===== src/rtl/wpm_pkg.sv =====
`timescale 1ns / 1ps
// ----------------------------------------------------------------------------
// wpm_pkg
// Shared types and constants of the wildcard pattern matcher.
// ----------------------------------------------------------------------------
package wpm_pkg;

	localparam logic [1:0] OP_MASK = 2'd0;
	localparam logic [1:0] OP_SUBJ = 2'd1;
	localparam logic [1:0] OP_END  = 2'd2;

	localparam logic [7:0] STAR_BYTE = 8'h2A;
	localparam logic [7:0] ANY_BYTE  = 8'h3F;

	// broadcast from the control logic to every cell
	typedef struct packed {
		logic       load;
		logic       step;
		logic       rearm;
		logic       fresh;
		logic [7:0] symbol;
	} wpm_ctrl_t;

	// handed from one cell to the next
	typedef struct packed {
		logic used;
		logic clo;
		logic adv;
	} wpm_link_t;

	// per-cell status back to the top
	typedef struct packed {
		logic act;
		logic hit;
	} wpm_cell_st_t;

	typedef struct packed {
		logic matched;
		logic mask_overflow;
	} wpm_res_t;

endpackage


===== src/rtl/wpm_in_if.sv =====
`timescale 1ns / 1ps
// ----------------------------------------------------------------------------
// wpm_in_if
// Input channel of the wildcard pattern matcher: op and symbol per word.
// ----------------------------------------------------------------------------
interface wpm_in_if;
	logic       valid;
	logic       ready;
	logic [1:0] op;
	logic [7:0] symbol;

	modport source(output valid, output op, output symbol, input ready);
	modport sink(input valid, input op, input symbol, output ready);
endinterface


===== src/rtl/wpm_out_if.sv =====
`timescale 1ns / 1ps
// ----------------------------------------------------------------------------
// wpm_out_if
// Result channel of the wildcard pattern matcher.
// ----------------------------------------------------------------------------
interface wpm_out_if;
	logic valid;
	logic ready;
	logic matched;
	logic mask_overflow;

	modport source(output valid, output matched, output mask_overflow, input ready);
	modport sink(input valid, input matched, input mask_overflow, output ready);
endinterface


===== src/rtl/wildcard_pattern_matcher.sv =====
`timescale 1ns / 1ps
// ----------------------------------------------------------------------------
// wildcard_pattern_matcher
// Whole-string '*' / '?' wildcard match over a row of mask position cells.
// result: the end word's result is registered, via the skid stage if stalled
// throughput: one input word per cycle, every op, while the skid stage is
//   empty; star closure and advance ripple through all MASK_LEN cells
// reset: empty mask, position zero active, no overflow, result buffer empty
// ----------------------------------------------------------------------------
module wildcard_pattern_matcher #(
	parameter int MASK_LEN = 32
) (
	input  logic     clk,
	input  logic     arst_n,
	wpm_in_if.sink   item,
	wpm_out_if.source result
);
	import wpm_pkg::*;

	logic                accept;
	logic                room;
	logic                push;
	wpm_ctrl_t           ctrl;
	wpm_res_t            res;
	logic                subject_seen_q;
	logic                overflow_q;
	logic                tail_act_q;
	logic                tail_cur;
	wpm_link_t           links [0:MASK_LEN];
	wpm_cell_st_t        stat  [0:MASK_LEN-1];
	logic [MASK_LEN-1:0] hit;
	logic [MASK_LEN-1:0] act;
	logic [MASK_LEN-1:0] used;
	logic [MASK_LEN:0]   act_pos;

	assign item.ready = room;
	assign accept     = item.valid & room;

	always_comb begin
		ctrl        = '0;
		ctrl.symbol = item.symbol;
		ctrl.fresh  = subject_seen_q;
		push        = 1'b0;
		if (accept) begin
			unique case (item.op)
				OP_MASK: begin
					ctrl.load  = 1'b1;
					ctrl.rearm = 1'b1;
				end
				OP_SUBJ: begin
					ctrl.step = 1'b1;
				end
				OP_END: begin
					ctrl.rearm = 1'b1;
					push       = 1'b1;
				end
				default: begin
				end
			endcase
		end
	end

	assign links[0] = '{used: 1'b1, clo: 1'b0, adv: 1'b0};

	for (genvar i = 0; i < MASK_LEN; i++) begin : g_cell
		wpm_cell #(
			.HEAD(i == 0)
		) u_cell (
			.clk   (clk),
			.arst_n(arst_n),
			.ctrl  (ctrl),
			.prev  (links[i]),
			.next  (links[i+1]),
			.stat  (stat[i])
		);
		assign hit[i]  = stat[i].hit;
		assign act[i]  = stat[i].act;
		assign used[i] = links[i+1].used;
	end

	assign act_pos  = {tail_act_q, act};
	assign tail_cur = tail_act_q | links[MASK_LEN].clo;

	assign res.matched       = ((|hit) | (tail_cur & used[MASK_LEN-1])) & ~overflow_q;
	assign res.mask_overflow = overflow_q;

	always_ff @(posedge clk or negedge arst_n) begin
		if (!arst_n) begin
			subject_seen_q <= 1'b0;
			overflow_q     <= 1'b0;
			tail_act_q     <= 1'b0;
		end else begin
			if (ctrl.load) begin
				subject_seen_q <= 1'b0;
				if (ctrl.fresh) begin
					overflow_q <= 1'b0;
				end else if (used[MASK_LEN-1]) begin
					overflow_q <= 1'b1;
				end
			end else if (ctrl.step || push) begin
				subject_seen_q <= 1'b1;
			end
			if (ctrl.rearm) begin
				tail_act_q <= 1'b0;
			end else if (ctrl.step) begin
				tail_act_q <= links[MASK_LEN].adv;
			end
		end
	end

	wpm_out_buf u_out_buf (
		.clk   (clk),
		.arst_n(arst_n),
		.push  (push),
		.word  (res),
		.room  (room),
		.result(result)
	);

	a_end_gives_result: assert property (@(posedge clk) disable iff (!arst_n)
		item.valid && item.ready && item.op == OP_END |=> result.valid)
		else $error("end word produced no result");

	a_overflow_full: assert property (@(posedge clk) disable iff (!arst_n)
		overflow_q |-> used[MASK_LEN-1])
		else $error("overflow without a full mask store");

	a_used_contiguous: assert property (@(posedge clk) disable iff (!arst_n)
		((used >> 1) & ~used) == '0)
		else $error("mask positions in use are not contiguous");

	a_active_in_mask: assert property (@(posedge clk) disable iff (!arst_n)
		(act_pos[MASK_LEN:1] & ~used) == '0)
		else $error("active position beyond mask length");

endmodule


===== src/rtl/wpm_cell.sv =====
`timescale 1ns / 1ps
// ----------------------------------------------------------------------------
// wpm_cell
// One mask position: holds its mask byte, its in-use bit and its active bit,
// passes star closure and advance to the next position.
// ----------------------------------------------------------------------------
module wpm_cell #(
	parameter bit HEAD = 1'b0
) (
	input  logic                 clk,
	input  logic                 arst_n,
	input  wpm_pkg::wpm_ctrl_t   ctrl,
	input  wpm_pkg::wpm_link_t   prev,
	output wpm_pkg::wpm_link_t   next,
	output wpm_pkg::wpm_cell_st_t stat
);
	import wpm_pkg::*;

	logic [7:0] sym_q;
	logic       used_q;
	logic       act_q;
	logic       cur;
	logic       is_star;
	logic       is_hit;
	logic       wr;

	assign is_star = (sym_q == STAR_BYTE);
	assign is_hit  = (sym_q == ANY_BYTE) || (sym_q == ctrl.symbol);
	assign cur     = act_q | prev.clo;

	assign next.used = used_q;
	assign next.clo  = cur & used_q & is_star;
	assign next.adv  = cur & used_q & ~is_star & is_hit;

	// position equals mask length
	assign stat.hit = cur & prev.used & ~used_q;
	assign stat.act = act_q;

	assign wr = ctrl.load & (ctrl.fresh ? HEAD : (prev.used & ~used_q));

	always_ff @(posedge clk or negedge arst_n) begin
		if (!arst_n) begin
			used_q <= 1'b0;
			act_q  <= HEAD;
		end else begin
			if (ctrl.load) begin
				used_q <= ctrl.fresh ? HEAD : (used_q | wr);
			end
			if (ctrl.rearm) begin
				act_q <= HEAD;
			end else if (ctrl.step) begin
				act_q <= next.clo | prev.adv;
			end
		end
	end

	always_ff @(posedge clk) begin
		if (wr) begin
			sym_q <= ctrl.symbol;
		end
	end

endmodule


===== src/rtl/wpm_out_buf.sv =====
`timescale 1ns / 1ps
// ----------------------------------------------------------------------------
// wpm_out_buf
// Result register with a skid stage behind it.
// ----------------------------------------------------------------------------
module wpm_out_buf (
	input  logic              clk,
	input  logic              arst_n,
	input  logic              push,
	input  wpm_pkg::wpm_res_t word,
	output logic              room,
	wpm_out_if.source         result
);
	import wpm_pkg::*;

	logic     out_valid_q;
	logic     skid_valid_q;
	wpm_res_t out_q;
	wpm_res_t skid_q;
	logic     free;

	assign free = ~out_valid_q | result.ready;
	assign room = ~skid_valid_q;

	assign result.valid         = out_valid_q;
	assign result.matched       = out_q.matched;
	assign result.mask_overflow = out_q.mask_overflow;

	always_ff @(posedge clk or negedge arst_n) begin
		if (!arst_n) begin
			out_valid_q  <= 1'b0;
			skid_valid_q <= 1'b0;
		end else if (free) begin
			out_valid_q  <= skid_valid_q | push;
			skid_valid_q <= skid_valid_q & push;
		end else if (push) begin
			skid_valid_q <= 1'b1;
		end
	end

	always_ff @(posedge clk) begin
		if (free) begin
			out_q <= skid_valid_q ? skid_q : word;
		end
		if (push) begin
			skid_q <= word;
		end
	end

endmodule

===== src/flat_wrapper.sv =====
// flat-port wrapper written by rule: the top's interface ports become plain ports
module wildcard_pattern_matcher_flat import wpm_pkg::*;
#(
	parameter int MASK_LEN = 32
)
  (clk, arst_n, item_valid, item_op, item_symbol, item_ready, result_valid, result_matched, result_mask_overflow, result_ready);
  wpm_in_if item_i ();
  wpm_out_if result_i ();
  input  logic clk;
  input  logic arst_n;
  input wire logic [$bits(item_i.valid)-1:0] item_valid;
  input wire logic [$bits(item_i.op)-1:0] item_op;
  input wire logic [$bits(item_i.symbol)-1:0] item_symbol;
  output wire logic [$bits(item_i.ready)-1:0] item_ready;
  output wire logic [$bits(result_i.valid)-1:0] result_valid;
  output wire logic [$bits(result_i.matched)-1:0] result_matched;
  output wire logic [$bits(result_i.mask_overflow)-1:0] result_mask_overflow;
  input wire logic [$bits(result_i.ready)-1:0] result_ready;
  assign item_i.valid = item_valid;
  assign item_i.op = item_op;
  assign item_i.symbol = item_symbol;
  assign item_ready = item_i.ready;
  assign result_valid = result_i.valid;
  assign result_matched = result_i.matched;
  assign result_mask_overflow = result_i.mask_overflow;
  assign result_i.ready = result_ready;
  wildcard_pattern_matcher #(.MASK_LEN(MASK_LEN)) u_core (.clk(clk), .arst_n(arst_n), .item(item_i), .result(result_i));
endmodule

===== config.mk =====
export PLATFORM = sky130hd
export DESIGN_NAME = wildcard_pattern_matcher_flat
export DESIGN_NICKNAME = d
export VERILOG_FILES = /design/src/rtl/wpm_pkg.sv /design/src/rtl/wpm_in_if.sv /design/src/rtl/wpm_out_if.sv /design/src/rtl/wildcard_pattern_matcher.sv /design/src/rtl/wpm_cell.sv /design/src/rtl/wpm_out_buf.sv /design/src/flat_wrapper.sv
export SDC_FILE = /design/constraint.sdc
export NUM_CORES = 1
export LEC_CHECK = 0
export BUFFER_PORTS_ARGS = -buffer_cell sky130_fd_sc_hd__buf_2
export CAP_MARGIN = 30
export CORE_UTILIZATION = 25
export DETAILED_ROUTE_END_ITERATION = 10
export HOLD_SLACK_MARGIN = 0.08
export MAX_ROUTING_LAYER = met4
export PLACE_DENSITY = 0.47
export SETUP_SLACK_MARGIN = 0.02
export SYNTH_ARGS = -nofsm -noshare
export SYNTH_HDL_FRONTEND = slang
export SYNTH_HIERARCHICAL = 1
export SYNTH_SLANG_ARGS = --single-unit

===== constraint.sdc =====
create_clock -name clk -period 13.9 [get_ports clk]
set_input_delay 1.39 -clock clk [delete_from_list [all_inputs] [get_ports clk]]
set_output_delay 1.39 -clock clk [all_outputs]
set_load 0.01 [all_outputs]

==> qor.txt <==
Status -> finished, final reports clean
Highest-delay cell along the critical path -> dfstp_2
Placed cells -> 2405
Via count -> 11320
DRT Pass-1 Iters -> 5
Std cell rows -> 97
Critical Path RT -> 14.21 ns
Area growth syn-to-layout -> 21.78%
Number of port buffers -> 17
Commonest non-fill, non-tap cell in the layout -> edfxtp_1
Fin crit period -> 13.19 ns
CORE AREA -> 70270 µm²
Number of vias per cell -> 4.545
Number of global-route vias before repair -> 11780
Endpoint class of the critical path -> flip-flop
Die outline height -> 268.8 µm
Fin Clk Skew -> 0.02210 ns
Cts bufs inserted -> 39
Aggregate global routing overflow -> 0
Final Wtd Congestion -> 0.7753
CP max FO -> 2
Initial Util -> 0.2532
Reg area -> 9537 µm²
Final setup vio count -> 0
Antenna Violating Nets Remaining -> 0
Worst path max stage delay -> 0.37 ns
Slew headroom -> 0.3595
Fin. Hold Viols -> 0
Worst slew pin tran -> 0.9608 ns
Max-cap viol count -> 0
Place WS -> -0.3315 ns
CP Launch Type -> flip-flop
Most frequent cells in the layout -> edfxtp_1 (260), xor2_1 (256), buf_4 (148)
Avg Cell Area, Syn -> 13.16 µm²
Fin nets -> 1534
Drt wl/cell -> 16.95 µm
Initial antenna violation count -> 1
Post-Synthesis Cells -> 1352
Diode count -> 0
CP arrival -> 13.49 ns
Most frequent CP cell -> and2_4
Worst hold path type -> flip-flop to flip-flop
HPWL after DPL -> 26260 µm
# clock sinks -> 329
Ys Warns -> 6
Slew Viols, Final -> 0
Fmax -> 75.84 MHz
Multi-input logic area -> 8381 µm²
PwrDens -> 108.5 nW/µm²
Area of the mapped netlist -> 17790 µm²
Worst-path clk slew -> 0.06 ns
Share of cells above drive strength 1 -> 0.3243
Die area -> 72250 µm²
CTS root buf -> clkbuf_16
Lkg Pwr -> 6.935 nW
TritonCTS clock tree -> yes
Iteration-0 DRC Markers -> 528
Final setup margin -> 0.7141 ns
Fin util -> 0.3084
Ports -> 18
Worst skew pair latency -> 0.57 ns
# DRC -> 0
Final period util -> 0.9486
Fin cells -> 2491
Total power -> 2.350 mW
Crit Path Category -> flip-flop to flip-flop
Largest net degree at the start of global routing -> 98
GRT Overall Usage -> 0.1210
First-pass GRT wire length -> 66340 µm
Number of filler cells placed in the layout -> 6943
Routed wire length -> 42230 µm
VDD IR max -> 0.00006879 V
Total negative slack -> 0 ns
Longest Clk Path Bufs -> 3
DIE WIDTH -> 268.8 µm
H-tree Lvls -> 2
-- power breakdown --
group          internal [mW]  switching [mW]  total [mW]
logic                 0.0728           0.123       0.196
clock network          0.611           0.414        1.03
registers               1.09          0.0388        1.13
total                   1.77           0.576        2.35
-- metrics by stage --
| stage | area (µm²) | hold WS [ns] |
|---|---|---|
| 4_1_cts | 21240 | 0.5169 |
| 3_3_place_gp | 19920 | 0.4888 |
| 2_1_floorplan | 17920 | 0.4608 |
| 5_1_grt | 21670 | 0.5655 |
| 6_report | 21670 | 0.5288 |
| 3_5_place_dp | 19920 | 0.4975 |
-- worst max-delay path: cells and delay by family, from the launching register on --
| family | cells | cell delay (ns) |
|---|---|---|
| and+or+nand+nor | 66 | 7.56 |
| DFF | 1 | 0.37 |
| muxes | 1 | 0.32 |
| AOI/OAI and AO/OA | 32 | 4.64 |
-- final timing paths --
path	start	end	slack, ns	cells past startpoint
max	u_core/g_cell[0].u_cell/act_q	u_core/u_out_buf/result.matched	0.71	99
min	u_core/tail_act_q	u_core/tail_act_q	0.53	1
max reg2reg	u_core/g_cell[0].u_cell/act_q	u_core/u_out_buf/result.matched	0.71	99
min reg2reg	u_core/tail_act_q	u_core/tail_act_q	0.53	1
max in group asynchronous	arst_n	u_core/subject_seen_q	12.05	2
min in group asynchronous	arst_n	u_core/u_out_buf/result.valid	0.81	1
-- metal layers --
metal / track usage / part of all wire / vias to the layer above
met1: 0.1623 / 0.50 / 5704
li1: - / - / 5432
met2: 0.1886 / 0.46 / 124
met3: 0.01872 / 0.029 / 62
met4: 0.03394 / 0.019 / 0
met5: - / 0 / -
-- cell type report --
class                      count  area share
clock inverter                19    0.008141
tap                          940     0.05428
inverter                      34    0.005889
multi-input combinational    959      0.3867
clock buffer                  53     0.05081
sequential                   329      0.4401
timing repair buffer         157     0.05404
-- sequential cells by signal, summed over array words and instances (netlist names) --
| signal | count |
|---|---|
| u_core/u_out_buf/result.matched | 1 |
| u_core/g_cell.u_cell/sym_q | 256 |
| u_core/overflow_q | 1 |
| u_core/subject_seen_q | 1 |
| u_core/tail_act_q | 1 |
| u_core/g_cell.u_cell/used_q | 32 |
| u_core/u_out_buf/skid_valid_q | 1 |
| u_core/g_cell.u_cell/act_q | 32 |
| u_core/u_out_buf/result.valid | 1 |
| u_core/u_out_buf/result.mask_overflow | 1 |
| u_core/u_out_buf/skid_q | 2 |
-- what timing repair did --
action	CTS	global route
resized for setup	4	82
buffers inserted	4	9
hold buffers	0	0
pin swaps	15	34
endpoints found under the setup margin	2	6
No activity file was read; power rests on OpenSTA's default activity.
